$ cat src/lpd_pkg.sv
`default_nettype none

package lpd_pkg;

    // Default widths and register reset values
    localparam int SAMPLE_BITS_DEF = 16;
    localparam int INDEX_BITS_DEF  = 16;
    localparam int COUNT_BITS      = 16;
    localparam int GAP_BITS        = 16;
    localparam int WIN_DEPTH       = 5;
    localparam int CENTER_POS      = 2;
    localparam logic [GAP_BITS-1:0] MIN_GAP_RESET = 16'd33;

    // Control shared by all window cells
    typedef struct packed {
        logic shift;
        logic clear;
    } cell_ctrl_t;

endpackage

`default_nettype wire

$ cat src/lpd_cell.sv
`default_nettype none

// One candidate slot of the window: takes its newer neighbor's entry on shift.
module lpd_cell #(
    parameter int SAMPLE_BITS = lpd_pkg::SAMPLE_BITS_DEF,
    parameter int INDEX_BITS  = lpd_pkg::INDEX_BITS_DEF
) (
    input  wire                          aclk,
    input  wire                          aresetn,
    input  wire lpd_pkg::cell_ctrl_t     ctrl,
    input  wire                          in_valid,
    input  wire        [INDEX_BITS-1:0]  in_index,
    input  wire signed [SAMPLE_BITS-1:0] in_value,
    output logic                         valid,
    output logic       [INDEX_BITS-1:0]  index,
    output logic signed [SAMPLE_BITS-1:0] value
);

    logic                          valid_reg;
    logic       [INDEX_BITS-1:0]   index_reg;
    logic signed [SAMPLE_BITS-1:0] value_reg;

    // Valid bit: cleared at record end
    always_ff @(posedge aclk) begin
        if (!aresetn) begin
            valid_reg <= 1'b0;
        end else if (ctrl.clear) begin
            valid_reg <= 1'b0;
        end else if (ctrl.shift) begin
            valid_reg <= in_valid;
        end
    end

    // Entry payload
    always_ff @(posedge aclk) begin
        if (ctrl.shift) begin
            index_reg <= in_index;
            value_reg <= in_value;
        end
    end

    assign valid = valid_reg;
    assign index = index_reg;
    assign value = value_reg;

endmodule

`default_nettype wire

$ cat src/lpd_skid.sv
`default_nettype none

// Output register plus one skid slot, so an item is taken while a result waits.
module lpd_skid #(
    parameter int DATA_W = 8
) (
    input  wire               aclk,
    input  wire               aresetn,
    input  wire               in_valid,
    output logic              in_ready,
    input  wire  [DATA_W-1:0] in_data,
    output logic              out_valid,
    input  wire               out_ready,
    output logic [DATA_W-1:0] out_data
);

    logic              out_valid_reg, out_valid_next;
    logic [DATA_W-1:0] out_data_reg, out_data_next;
    logic              skid_valid_reg, skid_valid_next;
    logic [DATA_W-1:0] skid_data_reg, skid_data_next;

    assign in_ready  = !skid_valid_reg;
    assign out_valid = out_valid_reg;
    assign out_data  = out_data_reg;

    // Buffer steering
    always_comb begin
        out_valid_next  = out_valid_reg;
        out_data_next   = out_data_reg;
        skid_valid_next = skid_valid_reg;
        skid_data_next  = skid_data_reg;
        if (skid_valid_reg) begin
            if (out_ready) begin
                out_data_next   = skid_data_reg;
                skid_valid_next = 1'b0;
            end
        end else if (in_valid) begin
            if (!out_valid_reg || out_ready) begin
                out_valid_next = 1'b1;
                out_data_next  = in_data;
            end else begin
                skid_valid_next = 1'b1;
                skid_data_next  = in_data;
            end
        end else if (out_ready) begin
            out_valid_next = 1'b0;
        end
    end

    always_ff @(posedge aclk) begin
        if (!aresetn) begin
            out_valid_reg  <= 1'b0;
            skid_valid_reg <= 1'b0;
        end else begin
            out_valid_reg  <= out_valid_next;
            skid_valid_reg <= skid_valid_next;
        end
    end

    always_ff @(posedge aclk) begin
        out_data_reg  <= out_data_next;
        skid_data_reg <= skid_data_next;
    end

endmodule

`default_nettype wire

$ cat src/local_peak_detector_top.sv
// Local peak detector with a refractory gap.
// Input channel s_*: one signed sample per item, s_last_sample marks the
// final sample of a record. Result channel m_*: at most one item per input,
// carrying a confirmed peak (m_is_peak) and/or the record total
// (m_record_end with m_peak_count). cfg_*: writes min_gap, always ready;
// write only while the block is idle.
// Throughput: one sample per clock while s_ready is high. All detection
// work for an item is done in the cycle it is accepted; its result is
// registered (skid slot if m_* stalls). Candidates move along a chain of
// four window cells; the new candidate completes the five-entry window.
// Stall: an output register and one skid slot hold results; s_ready drops
// only while both are full: a result arrived while one stalled on m_ready.
// Reset (aresetn low, synchronous): window, counters and buffers clear,
// min_gap returns to 33. A record end clears the record state likewise
// but keeps min_gap.
`default_nettype none

module local_peak_detector_top #(
    parameter int SAMPLE_BITS = lpd_pkg::SAMPLE_BITS_DEF,
    parameter int INDEX_BITS  = lpd_pkg::INDEX_BITS_DEF
) (
    input  wire                                   aclk,
    input  wire                                   aresetn,
    input  wire                                   cfg_valid,
    output logic                                  cfg_ready,
    input  wire        [lpd_pkg::GAP_BITS-1:0]    cfg_data,
    input  wire                                   s_valid,
    output logic                                  s_ready,
    input  wire signed [SAMPLE_BITS-1:0]          s_sample,
    input  wire                                   s_last_sample,
    output logic                                  m_valid,
    input  wire                                   m_ready,
    output logic                                  m_is_peak,
    output logic       [INDEX_BITS-1:0]           m_peak_index,
    output logic signed [SAMPLE_BITS-1:0]         m_peak_value,
    output logic       [lpd_pkg::COUNT_BITS-1:0]  m_peak_count,
    output logic                                  m_record_end
);

    localparam int WIN    = lpd_pkg::WIN_DEPTH;
    localparam int CTR    = lpd_pkg::CENTER_POS;
    localparam int CB     = lpd_pkg::COUNT_BITS;
    localparam int GB     = lpd_pkg::GAP_BITS;
    localparam int D2_W   = SAMPLE_BITS + 2;
    localparam int DIFF_W = ((INDEX_BITS > GB) ? INDEX_BITS : GB) + 2;
    localparam int DATA_W = 1 + INDEX_BITS + SAMPLE_BITS + CB + 1;

    logic [GB-1:0]                min_gap_reg;
    logic signed [SAMPLE_BITS-1:0] prev0_reg, prev1_reg;
    logic [INDEX_BITS-1:0]        count_reg, count_next;
    logic [INDEX_BITS-1:0]        last_peak_reg, last_peak_next;
    logic [CB-1:0]                peaks_reg, peaks_next;

    logic                         accept, cand, full, bigger, gap_ok, peak, has_result;
    logic signed [D2_W-1:0]       d2;
    logic signed [DIFF_W-1:0]     gap_diff, gap_lim;
    logic [INDEX_BITS-1:0]        cand_index;
    logic [CB-1:0]                count_inc;
    lpd_pkg::cell_ctrl_t          ctrl;
    logic [DATA_W-1:0]            res_data, out_data;
    logic                         buf_ready;

    // Cells 1..WIN-1 hold the newest candidates; the oldest entry drops out on shift
    logic                          cell_valid [1:WIN-1];
    logic        [INDEX_BITS-1:0]  cell_index [1:WIN-1];
    logic signed [SAMPLE_BITS-1:0] cell_value [1:WIN-1];
    logic                          link_valid [1:WIN-1];
    logic        [INDEX_BITS-1:0]  link_index [1:WIN-1];
    logic signed [SAMPLE_BITS-1:0] link_value [1:WIN-1];

    assign cfg_ready = 1'b1;
    assign s_ready   = buf_ready;
    assign accept    = s_valid && buf_ready;

    // Configuration register
    always_ff @(posedge aclk) begin
        if (!aresetn) begin
            min_gap_reg <= lpd_pkg::MIN_GAP_RESET;
        end else if (cfg_valid && cfg_ready) begin
            min_gap_reg <= cfg_data;
        end
    end

    // Second difference; sample j is a candidate once sample j+1 is here
    assign d2 = D2_W'(s_sample) - (D2_W'(prev0_reg) <<< 1) + D2_W'(prev1_reg);
    assign cand = (count_reg >= INDEX_BITS'(2)) && d2[D2_W-1];
    assign cand_index = count_reg - INDEX_BITS'(1);

    // Window cells: slot WIN-1 takes the new candidate, the rest take their neighbor
    assign ctrl = '{shift: accept && cand, clear: accept && s_last_sample};

    for (genvar k = 1; k < WIN; k++) begin : g_cell
        if (k == WIN - 1) begin : g_head
            assign link_valid[k] = 1'b1;
            assign link_index[k] = cand_index;
            assign link_value[k] = prev0_reg;
        end else begin : g_link
            assign link_valid[k] = cell_valid[k+1];
            assign link_index[k] = cell_index[k+1];
            assign link_value[k] = cell_value[k+1];
        end
        lpd_cell #(
            .SAMPLE_BITS(SAMPLE_BITS),
            .INDEX_BITS (INDEX_BITS)
        ) u_cell (
            .aclk    (aclk),
            .aresetn (aresetn),
            .ctrl    (ctrl),
            .in_valid(link_valid[k]),
            .in_index(link_index[k]),
            .in_value(link_value[k]),
            .valid   (cell_valid[k]),
            .index   (cell_index[k]),
            .value   (cell_value[k])
        );
    end

    // Peak test on the stored cells plus the incoming candidate, before this shift
    assign full   = cell_valid[1] && cell_valid[2] && cell_valid[3] && cell_valid[4];
    assign bigger = (cell_value[CTR+1] > cell_value[1]) &&
                    (cell_value[CTR+1] > cell_value[2]) &&
                    (cell_value[CTR+1] > cell_value[4]) &&
                    (cell_value[CTR+1] > prev0_reg);
    assign gap_diff = $signed(DIFF_W'(cell_index[CTR+1])) - $signed(DIFF_W'(last_peak_reg));
    assign gap_lim  = $signed(DIFF_W'(min_gap_reg));
    assign gap_ok   = gap_diff > gap_lim;
    assign peak     = cand && full && bigger && gap_ok;

    assign count_inc  = (&peaks_reg) ? peaks_reg : CB'(peaks_reg + 1'b1);
    assign has_result = peak || s_last_sample;

    // Record state update
    always_comb begin
        count_next     = count_reg;
        last_peak_next = last_peak_reg;
        peaks_next     = peaks_reg;
        if (accept) begin
            if (s_last_sample) begin
                count_next     = '0;
                last_peak_next = '0;
                peaks_next     = '0;
            end else begin
                if (!(&count_reg)) begin
                    count_next = INDEX_BITS'(count_reg + 1'b1);
                end
                if (peak) begin
                    last_peak_next = cell_index[CTR+1];
                    peaks_next     = count_inc;
                end
            end
        end
    end

    always_ff @(posedge aclk) begin
        if (!aresetn) begin
            count_reg     <= '0;
            last_peak_reg <= '0;
            peaks_reg     <= '0;
        end else begin
            count_reg     <= count_next;
            last_peak_reg <= last_peak_next;
            peaks_reg     <= peaks_next;
        end
    end

    // Sample history; read only once two samples of the record are in
    always_ff @(posedge aclk) begin
        if (accept) begin
            prev1_reg <= prev0_reg;
            prev0_reg <= s_sample;
        end
    end

    // Result item
    assign res_data = {peak,
                       peak ? cell_index[CTR+1] : {INDEX_BITS{1'b0}},
                       peak ? cell_value[CTR+1] : {SAMPLE_BITS{1'b0}},
                       peak ? count_inc : peaks_reg,
                       s_last_sample};

    lpd_skid #(
        .DATA_W(DATA_W)
    ) u_skid (
        .aclk     (aclk),
        .aresetn  (aresetn),
        .in_valid (s_valid && has_result),
        .in_ready (buf_ready),
        .in_data  (res_data),
        .out_valid(m_valid),
        .out_ready(m_ready),
        .out_data (out_data)
    );

    assign {m_is_peak, m_peak_index, m_peak_value, m_peak_count, m_record_end} = out_data;

endmodule

`default_nettype wire

$ cat config.mk
export PLATFORM = sky130hd
export DESIGN_NAME = local_peak_detector_top
export DESIGN_NICKNAME = d
export VERILOG_FILES = /design/src/lpd_pkg.sv /design/src/lpd_cell.sv /design/src/lpd_skid.sv /design/src/local_peak_detector_top.sv
export SDC_FILE = /design/constraint.sdc
export NUM_CORES = 1
export LEC_CHECK = 0
export BUFFER_PORTS_ARGS = -buffer_cell sky130_fd_sc_hd__buf_2
export CORE_ASPECT_RATIO = 1.2
export CORE_MARGIN = 2
export CORE_UTILIZATION = 62
export CTS_CLUSTER_DIAMETER = 60
export DETAILED_ROUTE_END_ITERATION = 10
export MAX_ROUTING_LAYER = met4
export PLACE_DENSITY_LB_ADDON = 0.08
export SYNTH_ARGS = -nofsm -noshare
export SYNTH_HDL_FRONTEND = slang
export SYNTH_HIERARCHICAL = 1
export SYNTH_SLANG_ARGS = --single-unit
$ cat constraint.sdc
create_clock -name aclk -period 13.2 [get_ports aclk]
set_input_delay 1.98 -clock aclk [delete_from_list [all_inputs] [get_ports aclk]]
set_output_delay 1.98 -clock aclk [all_outputs]
set_load 0.03 [all_outputs]
Word-level counts from Yosys, hierarchy flattened
Cells that the tools add are included.
{"block": "totals", "register_bits": 298, "output_inout_bits": 53, "in_bits": 38}
{"block": "op_classes", "n_addsub": 6, "magnitude_cmp": 6, "reduce_logical": 30, "mux": 20, "n_bitwise": 3, "n_eq_ne": 3}
{"operator": "$mux W50", "n": 4}
{"operator": "$mux W16", "n": 9}
{"operator": "$gt A16 B16 Y1", "n": 4}
{"operator": "$add A16 B1 Y16 const B", "n": 2}
{"operator": "$reduce_and A16 Y1", "n": 2}
{"operator": "$add A18 B16 Y18", "n": 1}
{"operator": "$sub A16 B17 Y18", "n": 1}
{"operator": "$gt A17 B17 Y1", "n": 1}
{"operator": "$sub A16 B16 Y17", "n": 1}
{"operator": "$ge A16 B2 Y1 const B", "n": 1}
{"operator": "$sub A16 B1 Y16 const B", "n": 1}
{"operator": "$logic_and A1 B1 Y1", "n": 14}
{"operator": "$reduce_and A3 Y1", "n": 3}
{"operator": "$reduce_bool A2 Y1", "n": 4}
{"operator": "$mux W1", "n": 7}
{"operator": "$ne A2 B2 Y1 const B", "n": 3}
{"operator": "$reduce_and A2 Y1", "n": 2}
{"operator": "$not A1 Y1", "n": 3}
{"operator": "$logic_not A1 Y1", "n": 2}
{"operator": "$logic_or A1 B1 Y1", "n": 2}
{"operator": "$reduce_or A2 Y1", "n": 1}

Depth between registers and ports, before layout
Gate-level depths: netlist (run 1).
{"block": "logic_depth", "depth_word": 10, "depth_mapped": 23, "mapped_depth_nobuf": 22}

Modules after synthesis
Netlist (run 1), hierarchy kept.
{"module": "local_peak_detector_top", "cells_per_inst": 1054, "instances": 1, "area_per_inst_um2": 8750.9, "seq_area_each_um2": 2242.2}
{"module": "lpd_cell", "cells_per_inst": 35, "instances": 4, "area_per_inst_um2": 1003.5, "seq_area_each_um2": 980.9}
{"module": "lpd_skid", "cells_per_inst": 169, "instances": 1, "area_per_inst_um2": 3857.4, "seq_area_each_um2": 3042.9}

Worst setup path after synthesis (run 1)
Ideal clock, no wire load.
{"block": "synth_path", "path_kind": "input -> register", "startpoint": "input s_sample[15]", "endpoint": "register g_cell[1].u_cell.valid_reg", "path_stages": 12, "t_arrival_ns": 11.378, "required_time_ns": 13.107, "path_slack_ns": 1.729, "path_cell_list": "inv_1 fa_1 inv_1 ha_1 a21oi_1 o21ai_0 a2111oi_0 o21ai_0 a21o_4 a21oi_1 mux2i_1 nor3b_2"}
{"item": "from (decl)", "line": "local_peak_detector_top.sv:29", "text": "input wire signed [SAMPLE_BITS-1:0] s_sample,"}
{"item": "to (signal assigned)", "line": "lpd_cell.sv:30", "text": "valid_reg <= in_valid;"}
{"item": "to (decl)", "line": "lpd_cell.sv:19", "text": "logic valid_reg;"}

Worst setup path after layout (run 1)
{"block": "layout_path", "startpoint": "register last_peak_reg[1]", "endpoint": "register u_skid.out_data_reg[28], in the netlist u_skid/out_data[28] (enable)"}
{"block": "layout_via", "elab_chain_cells": 7}
{"item": "from (decl)", "line": "local_peak_detector_top.sv:51", "text": "logic [INDEX_BITS-1:0] last_peak_reg, last_peak_next;"}
{"item": "from (signal assigned)", "line": "local_peak_detector_top.sv:161", "text": "last_peak_reg <= last_peak_next;"}
{"item": "$sub A16 B16 Y17", "line": "local_peak_detector_top.sv:124", "text": "assign gap_diff = $signed(DIFF_W'(cell_index[CTR+1])) - $signed(DIFF_W'(last_peak_reg));"}
{"item": "$gt A17 B17 Y1", "line": "local_peak_detector_top.sv:126", "text": "assign gap_ok = gap_diff > gap_lim;"}
{"item": "$logic_and A1 B1 Y1", "line": "local_peak_detector_top.sv:127", "text": "assign peak = cand && full && bigger && gap_ok;"}
{"item": "via peak", "line": "local_peak_detector_top.sv:54", "text": "logic accept, cand, full, bigger, gap_ok, peak, has_result;"}
{"item": "$logic_or A1 B1 Y1", "line": "local_peak_detector_top.sv:130", "text": "assign has_result = peak || s_last_sample;"}
{"item": "$logic_and A1 B1 Y1", "line": "local_peak_detector_top.sv:186", "text": ".in_valid (s_valid && has_result),"}
{"item": "$reduce_bool A2 Y1 (no line)"}
{"item": "$reduce_and A3 Y1 (no line)"}
{"item": "to (signal assigned)", "line": "lpd_skid.sv:61", "text": "out_data_reg <= out_data_next;"}
{"item": "to (decl)", "line": "lpd_skid.sv:18", "text": "logic [DATA_W-1:0] out_data_reg, out_data_next;"}
The timed path passes the listed nets, and every way through them passes these cells.
A chain may end at the register's enable or synchronous reset.

==> results.md, run 1 <==
| Item | This run |
| --- | --- |
| Post-route core utilization | 70.08% |
| Multi-input gate area | 0.006505 mm2 |
| Final period utilization | 52.46% |
| Peak VDD IR | 113.0 uV |
| Largest clock skew in the final design | 11.61 ps |
| Clock Path Buffers | 3 |
| Routed via count divided by cell count | 5.821 |
| Via count of the first global-routing pass | 9,942 |
| Sum of overflow across all layers after global routing | 0 |
| HPWL reported at the end of detailed placement | 21.62 mm |
| Number of violations of the max-capacitance limit | 0 |
| Power density cells | 119.7 mW/mm2 |
| Layout Cell Area excl Fill | 0.01735 mm2 |
| Unrepaired setup endpoints after global routing | no |
| Remaining number of nets flagged by the antenna check after routing | 0 |
| Critical Path Sink Type | flop |
| # resized after CTS | 0 |
| Final critical-path required period | 6925 ps |
| Share of post-route cells with drive strength above 1 | 15.88% |
| CTS sink cnt | 298 |
| Std-Cell Core Area | 0.02475 mm2 |
| Total standard cell area after synthesis | 0.01566 mm2 |
| Detailed Routing Iterations Pass 1 | 5 |
| Horizontal die dimension | 149.1 um |
| DR iter-0 viols | 812 |
| Initial Util | 63.27% |
| Result of the run | finished, final reports clean |
| Worst max-slew margin expressed relative to the limit | 25.18% |
| Number of nets in the final layout | 1,582 |
| TritonCTS clock tree | built |
| Actual slew at the worst max-slew pin | 1118 ps |
| First-pass GRT wire length | 49.63 mm |
| Buffer count from post-CTS setup fixing | 0 |
| Area used by sequential logic in the layout | 0.008249 mm2 |
| Routed wire length | 30.53 mm |
| Final setup violation count | 0 |
| Post-placement cell area | 0.01632 mm2 |
| Final Max Slew Viols | 0 |
| Max reg flops | 64 |
| Synth-to-layout area growth | 10.76% |
| Fin Setup TNS | 0 ps |
| CTS Hold Buffers Added | 0 |
| Antenna violations before repair | 0 |
| Hold violation total from the final report | 0 |
| Pin count of the biggest net entering global routing | 95 |
| Number of rows created at floorplan | 63 |
| Port buffer count | 89 |
| Worst Setup Path Type | flop to flop |
| Root cell of the clock tree | clkbuf_16 |
| Routability congestion estimate from global placement | 0.8534 |
| Number of inserted filler cells in the final layout | 1,782 |
| Antenna diode count | 0 |
| Worst-Skew Late Latency | 550 ps |
| CTS buffer count | 30 |
| Mean area per synthesized cell | 11.77 um2 |
| Routed wire length per instance | 17.34 um |
| Top-level port count | 91 |
| Arrival time of data at the critical path endpoint | 7090 ps |
| Data required time at the worst endpoint | 13,370 ps |
| Post-synthesis cell count | 1,331 |
| Floorplan die height | 178.1 um |
| Achievable frequency | 144.4 MHz |
| Overall fraction of global-route tracks in use | 24.02% |
| Leakage component of the power | 6.880 nW |
| Hold Path Class | flop to flop |
| Internal reg-to-reg setup slack | 6270 ps |
| Number of vias in the routed layout | 10,250 |
| Deepest level of the CTS H-tree | 1 |
| Clock-pin slew of the registers on the worst-case setup and hold paths | 60 ps |
| Highest fanout seen on the critical path | 50 |
| Crit start category | flop |
| Number of warnings issued by yosys | 6 |
| Die outline area | 0.02655 mm2 |
| DRC | 0 |
[area by class of cell]
| cell class | count | share of cell area (%) |
|---|---|---|
| clock inverters | 18 | 1.320 |
| clock buffers | 38 | 4.623 |
| inverters | 177 | 3.830 |
| well taps | 325 | 2.344 |
| multi-input cells | 810 | 37.50 |
| flip-flops and latches | 298 | 47.55 |
| repair buffers | 95 | 2.827 |
[metal layers]
layer  global-route usage (%)  vias to the layer above  wire length (um)  part of all wire [%]
li1                         -                     4991                 -                     -
met3                    3.274                       72              1808                   5.9
met1                    34.06                     4843             14090                    46
met2                    36.42                      344             13780                    45
met4                    7.381                        0               851                   2.8
met5                        -                        -                 0                     0
[path summary, 6_finish.rpt]
check,cells after the start,start,end
hold / removal,0,g_cell[4].u_cell/index[3]$_DFFE_PP_,g_cell[3].u_cell/index[3]$_DFFE_PP_
setup reg to reg,19,last_peak_reg[1]$_SDFFE_PN0P_,u_skid/out_data[28]$_DFFE_PP_
hold reg to reg,0,g_cell[4].u_cell/index[3]$_DFFE_PP_,g_cell[3].u_cell/index[3]$_DFFE_PP_
setup / recovery,19,last_peak_reg[1]$_SDFFE_PN0P_,u_skid/out_data[28]$_DFFE_PP_
[worst max-delay path: stages (launching register included)]
cell and delay (ps):
dfxtp_1 370, inv_1 80, ha_1 280, nor2b_1 130, o21a_1 190, o21a_1 200, o211ai_1 220, a21oi_1 130
o31ai_1 620, o311ai_0 290, ha_1 350, nand3_1 120, nor3_1 160, o31ai_1 100, o211a_1 160, a2111oi_0 700
nand4_1 750, nor2_1 550, o21a_1 220, o22a_2 880
[placed cells by master, fill, tap and decap left out, types with 27 or more instances in the layout]
master	count
edfxtp_1	228
inv_1	175
ha_1	115
buf_2	89
nor2_1	73
dfxtp_1	69
nand2_1	66
a21oi_1	56
nand4_1	35
mux2_4	35
and3_1	33
clkbuf_16	31
nor3_1	30
nand3_1	29
xnor2_1	27
[report_power, final]
part | internal, W | switching, W | leakage [nW]
registers | 0.00103 | 0.0000127 | 2.59
logic | 0.0000517 | 0.0000975 | 3.79
clock network | 0.000529 | 0.000357 | 0.498
total | 0.00161 | 0.000467 | 6.88
[per-stage QoR]
stage	total power (W)	cells	setup WS, ps	hold WS [ps]
2_1_floorplan	0.001166	1332	3385	400.3
3_3_place_gp	0.001204	1705	6500	402.8
3_5_place_dp	0.001210	1705	6317	405.6
4_1_cts	0.002094	1761	6348	420.3
5_1_grt	0.002149	1761	5828	438.6
6_report	0.002076	1761	6275	419.5
(Power assumes the default switching activity.)
==> run 2: changes to the inputs <==
Clock period 13.2 ns to 6.58 ns, I/O delays scaled along.
==> results.md, run 2 (same netlist as run 1, synthesis figures left out) <==
| Item | This run |
| --- | --- |
| CTS sink cnt | 298 |
| Antenna diode count | 0 |
| Fin Setup TNS | 0 ps |
| CTS buffer count | 29 |
| Post-placement cell area | 0.01640 mm2 |
| Leakage component of the power | 6.900 nW |
| Clock Path Buffers | 3 |
| Crit start category | flop |
| Pin count of the biggest net entering global routing | 57 |
| Port buffer count | 89 |
| Multi-input gate area | 0.006511 mm2 |
| Met2 wire length | 13.92 mm |
| Power density cells | 235.2 mW/mm2 |
| Number of vias in the routed layout | 10,304 |
| Final period utilization | 91.26% |
| Result of the run | finished, final reports clean |
| Root cell of the clock tree | clkbuf_16 |
| Layout Cell Area excl Fill | 0.01738 mm2 |
| Peak VDD IR | 208.1 uV |
| Most numerous cell on the critical path | o21a_1 |
| Share of post-route cells with drive strength above 1 | 16.25% |
| Placed instance count | 1,711 |
| Routed wire length | 30.87 mm |
| Number of violations of the max-capacitance limit | 0 |
| HPWL reported at the end of detailed placement | 22.20 mm |
| Final critical-path required period | 6005 ps |
| Most frequent standard cell in the layout excluding fill and tap cells | edfxtp_1 |
| # resized after CTS | 0 |
| TritonCTS clock tree | built |
| Deepest level of the CTS H-tree | 1 |
| Worst-Skew Late Latency | 550 ps |
| Sum of overflow across all layers after global routing | 0 |
| Die outline area | 0.02655 mm2 |
| Placement Setup Slack | 817.9 ps |
| Detailed Routing Iterations Pass 1 | 5 |
| Antenna violations before repair | 0 |
| CP Cell Sequence | inv_1 -> ha_1 -> nor2b_1 -> o21a_1 -> o21a_1 -> o211ai_1 -> a21oi_1 -> o31ai_1 -> o311ai_0 -> ha_1 -> nand3_1 -> nor3_1 -> o31ai_1 -> o211a_1 -> a2111oi_0 -> nand4_1 -> buf_4 -> nor2_1 -> o21a_1 -> o22a_2 -> buf_12 |
| Actual slew at the worst max-slew pin | 1038 ps |
| Horizontal die dimension | 149.1 um |
| Data required time at the worst endpoint | 6810 ps |
| Worst Setup Path Type | flop to flop |
| CTS Hold Buffers Added | 0 |
| DRC | 0 |
| Critical path's largest stage delay | 830 ps |
| Via count of the first global-routing pass | 9,877 |
| Final standard cell count with taps included and fillers excluded | 1,765 |
| Synth-to-layout area growth | 10.98% |
| Commonest non-fill, non-tap cells in the layout | 228 x edfxtp_1, 175 x inv_1, 115 x ha_1, 89 x buf_2, 73 x nor2_1 |
| Total met3 wirelength after detailed routing | 1.715 mm |
| Remaining number of nets flagged by the antenna check after routing | 0 |
| Clock-pin slew of the registers on the worst-case setup and hold paths | 60 ps |
| Final Max Slew Viols | 0 |
| Area used by sequential logic in the layout | 0.008249 mm2 |
| Wire length on met1 | 14.50 mm |
| Achievable frequency | 166.5 MHz |
| Number of rows created at floorplan | 63 |
| Top-level port count | 91 |
| Highest fanout seen on the critical path | 34 |
| Routed wire length per instance | 17.49 um |
| Cell with the largest stage delay on the worst path | a2111oi_0 |
| Arrival time of data at the critical path endpoint | 6240 ps |
| Routability congestion estimate from global placement | 0.9042 |
| Routed via count divided by cell count | 5.838 |
| Unrepaired setup endpoints after global routing | no |
| Worst max-slew margin expressed relative to the limit | 30.56% |
| Number of nets in the final layout | 1,587 |
| First-pass GRT wire length | 50.14 mm |
| Worst-case setup margin in the final layout | 574.8 ps |
| Initial Util | 63.27% |
| Overall fraction of global-route tracks in use | 24.28% |
| Number of inserted filler cells in the final layout | 1,822 |
| Max reg flops | 64 |
| Std-Cell Core Area | 0.02475 mm2 |
| Highest layer used for signal routing | met4 |
| Post-route core utilization | 70.22% |
| Largest clock skew in the final design | 16.01 ps |
| Hold Path Class | flop to flop |
| Buffer count from post-CTS setup fixing | 0 |
| Floorplan die height | 178.1 um |
| Hold violation total from the final report | 0 |
| Final setup violation count | 0 |
| Critical Path Sink Type | flop |
| DR iter-0 viols | 904 |
run 2: path summary, 6_finish.rpt:
check | slack, ps | depth (start not counted) | end | start
setup reg to reg | 570 | 21 | u_skid/out_data[47]$_DFFE_PP_ | last_peak_reg[1]$_SDFFE_PN0P_
hold / removal | 410 | 0 | g_cell[3].u_cell/index[12]$_DFFE_PP_ | g_cell[4].u_cell/index[12]$_DFFE_PP_
hold reg to reg | 410 | 0 | g_cell[3].u_cell/index[12]$_DFFE_PP_ | g_cell[4].u_cell/index[12]$_DFFE_PP_
setup / recovery | 570 | 21 | u_skid/out_data[47]$_DFFE_PP_ | last_peak_reg[1]$_SDFFE_PN0P_
run 2: layout make-up:
cell class,instances,area share [%]
Sequential cell,298,47.46
Clock inverter,17,1.094
Clock buffer,37,4.521
Tap cell,325,2.340
Inverter,177,3.823
Multi-Input combinational cell,810,37.46
Timing Repair Buffer,101,3.297
run 2: through the flow:
| stage | total power, W | hold WS [ps] |
|---|---|---|
| final | 0.004087 | 414.8 |
| after global routing | 0.004230 | 425.1 |
| after CTS | 0.004114 | 420.3 |
| after detailed placement | 0.002428 | 404.5 |
| after global placement | 0.002416 | 400.4 |
| after floorplan | 0.002338 | 400.3 |
run 2: worst max-delay path: cells and delay by family, from the launching register on:
family / cells / cell delay, ps
adder cells (fa/ha/maj): 2 / 630
flip-flops: 1 / 370
AO/OA/AOI/OAI: 11 / 3310
AND/OR/NAND/NOR: 5 / 830
buffers and inverters: 3 / 570
run 2: power breakdown:
group	switching, W	total [W]	internal, W
sequential	0.0000256	0.00209	0.00206
combinational	0.000193	0.000298	0.000105
clock	0.000700	0.00170	0.00100
total	0.000919	0.00409	0.00317
run 2: per-layer routing:
| metal | track usage, % | vias up |
|---|---|---|
| li1 | - | 4998 |
| met5 | - | - |
| met4 | 6.944 | 0 |
| met2 | 37.10 | 314 |
| met1 | 34.34 | 4942 |
| met3 | 3.376 | 50 |
==> run 3: changes to the inputs <==
Settings changed: CORE_ASPECT_RATIO 1.2 to 0.8.
==> results.md, run 3 (same netlist as run 1, synthesis figures left out) <==
| Item | This run |
| --- | --- |
| Result of the run | finished, final reports clean |
| Worst-Skew Late Latency | 560 ps |
| Gate power share | 7.3% |
| Highest fanout seen on the critical path | 27 |
| Part of the power in the clock network | 42.1% |
| Number of violations of the max-capacitance limit | 0 |
| Worst Setup Path Type | flop to flop |
| HPWL reported at the end of detailed placement | 23.40 mm |
| Clock Path Buffers | 3 |
| CP Cell Sequence | inv_1 -> ha_1 -> nor2b_1 -> o21a_1 -> o21a_1 -> o211ai_1 -> a21oi_1 -> o31ai_1 -> o311ai_0 -> ha_1 -> nand3_1 -> nor3_1 -> o31ai_1 -> o211a_1 -> a2111oi_0 -> nand4_1 -> buf_4 -> nor2_1 -> o21a_1 -> o22a_2 -> buf_4 |
| Detailed Routing Iterations Pass 1 | 5 |
| Floorplan die height | 146.2 um |
| CTS buffer count | 31 |
| Final period utilization | 91.74% |
| Number of vias in the routed layout | 10,465 |
| Share of post-route cells with drive strength above 1 | 16.75% |
| Register share of total power | 50.5% |
| DR iter-0 viols | 960 |
| Overall fraction of global-route tracks in use | 25.34% |
| Most numerous cell on the critical path | o21a_1 |
| Antenna diode count | 0 |
| Achievable frequency | 165.7 MHz |
| Root cell of the clock tree | clkbuf_16 |
| Final Max Slew Viols | 0 |
| Peak VDD IR | 192.5 uV |
| Unrepaired setup endpoints after global routing | no |
| Horizontal die dimension | 181.7 um |
| Remaining number of nets flagged by the antenna check after routing | 0 |
| Number of nets in the final layout | 1,596 |
| Commonest non-fill, non-tap cells in the layout | 228 x edfxtp_1, 175 x inv_1, 115 x ha_1, 89 x buf_2, 73 x nor2_1 |
| Hold violation total from the final report | 0 |
| Die outline area | 0.02656 mm2 |
| Leakage component of the power | 6.930 nW |
| Sum of overflow across all layers after global routing | 0 |
| Switch share | 22.95% |
| Startpoint of the worst register-to-register path | last_peak_reg[1]$_SDFFE_PN0P_ |
| Worst max-slew margin expressed relative to the limit | 24.71% |
| TritonCTS clock tree | built |
| Initial Util | 63.75% |
| Power density cells | 237.4 mW/mm2 |
| Fin Setup TNS | 0 ps |
| Internal reg-to-reg setup slack | 540 ps |
| Final setup violation count | 0 |
| Antenna violations before repair | 0 |
| Final critical-path required period | 6036 ps |
| Cell with the largest stage delay on the worst path | a2111oi_0 |
| Routed via count divided by cell count | 5.916 |
| Std-Cell Core Area | 0.02457 mm2 |
| Worst setup startpoint | last_peak_reg[1]$_SDFFE_PN0P_ |
| Routability congestion estimate from global placement | 0.9138 |
| Pin count of the biggest net entering global routing | 56 |
| Net switching power | 0.0009494 W |
| Routed wire length | 32.47 mm |
| CTS sink cnt | 298 |
| Min-delay src | g_cell[4].u_cell/index[8]$_DFFE_PP_ |
| Max reg flops | 64 |
| Via count of the first global-routing pass | 9,781 |
| Largest clock skew in the final design | 9.774 ps |
| CTS Hold Buffers Added | 0 |
| Buffer count from post-CTS setup fixing | 0 |
| # resized after CTS | 0 |
| Data required time at the worst endpoint | 6830 ps |
| Critical Path Sink Type | flop |
| Synth-to-layout area growth | 11.28% |
| Top-level port count | 91 |
| Deepest level of the CTS H-tree | 1 |
| Number of inserted filler cells in the final layout | 1,706 |
| Post-route core utilization | 70.94% |
| First-pass GRT wire length | 51.88 mm |
| Most frequent standard cell in the layout excluding fill and tap cells | edfxtp_1 |
| DRC | 0 |
| Hold Path Class | flop to flop |
| P_int | 0.003187 W |
| Routed wire length per instance | 18.35 um |
| Clock-pin slew of the registers on the worst-case setup and hold paths | 60 ps |
| Arrival time of data at the critical path endpoint | 6290 ps |
| Port buffer count | 89 |
| Critical path's largest stage delay | 650 ps |
| Actual slew at the worst max-slew pin | 1125 ps |
| Crit start category | flop |
| Number of rows created at floorplan | 51 |
-- run 3: changes by cell type in the layout (fill, tap and decap cells not counted), moves of 2 or more --
cell,before,now
buf_4,9,19
clkinv_1,6,10
clkinvlp_4,1,5
buf_12,3,0
clkbuf_8,3,0
clkbuf_1,5,3
clkbuf_16,29,31
-- run 3: area by class of cell --
type,instances,area [um2],area share [%]
flip-flops and latches,298,8249,47.33
multi-input cells,810,6511,37.36
clock buffers,34,787.0,4.516
inverters,177,664.4,3.812
repair buffers,108,588.1,3.374
well taps,318,397.9,2.283
clock inverters,24,230.2,1.321
-- run 3: critical path, delay by kind of cell (launching register included) --
| family | cells | cell delay (ps) |
|---|---|---|
| AOI/OAI and AO/OA | 11 | 3240 |
| adders and majority gates | 2 | 630 |
| buffers and inverters | 3 | 650 |
| DFF | 1 | 360 |
| and+or+nand+nor | 5 | 860 |
-- run 3: path summary, 6_finish.rpt --
kind / to / cells after the start
worst max-delay path: u_skid/out_data[24]$_DFFE_PP_ / 21
worst min-delay path: g_cell[3].u_cell/index[8]$_DFFE_PP_ / 0
worst max register to register: u_skid/out_data[24]$_DFFE_PP_ / 21
worst min register to register: g_cell[3].u_cell/index[8]$_DFFE_PP_ / 0
-- run 3: power by group through the flow --
stage | Clock (W) | Sequential [W] | Combinational, W
detailed placement | 0 | 0.00213 | 0.000300
global route | 0.00186 | 0.00209 | 0.000341
floorplan | 0 | 0.00215 | 0.000190
CTS | 0.00177 | 0.00209 | 0.000304
global placement | 0 | 0.00213 | 0.000292
finish | 0.00174 | 0.00209 | 0.000303
-- run 3: per-stage QoR --
stage                     std cells  area, um2  hold WS [ps]  total power, W  setup slack [ps]
after floorplan                1332      15680         400.3        0.002338             122.0
after detailed placement       1711      16410         404.5        0.002430             606.4
final                          1769      17430         419.5        0.004137             543.7
after global routing           1769      17430         425.5        0.004291             17.57
after global placement         1711      16410         402.3        0.002420             772.6
after CTS                      1769      17430         419.0        0.004163             580.5
-- run 3: routing by layer --
layer	routed length [um]	GRT usage, %	share of wire [%]
met3	2545	3.891	7.8
met2	13030	34.20	40
met4	613	5.244	1.9
met1	16270	40.27	50
met5	0	-	0
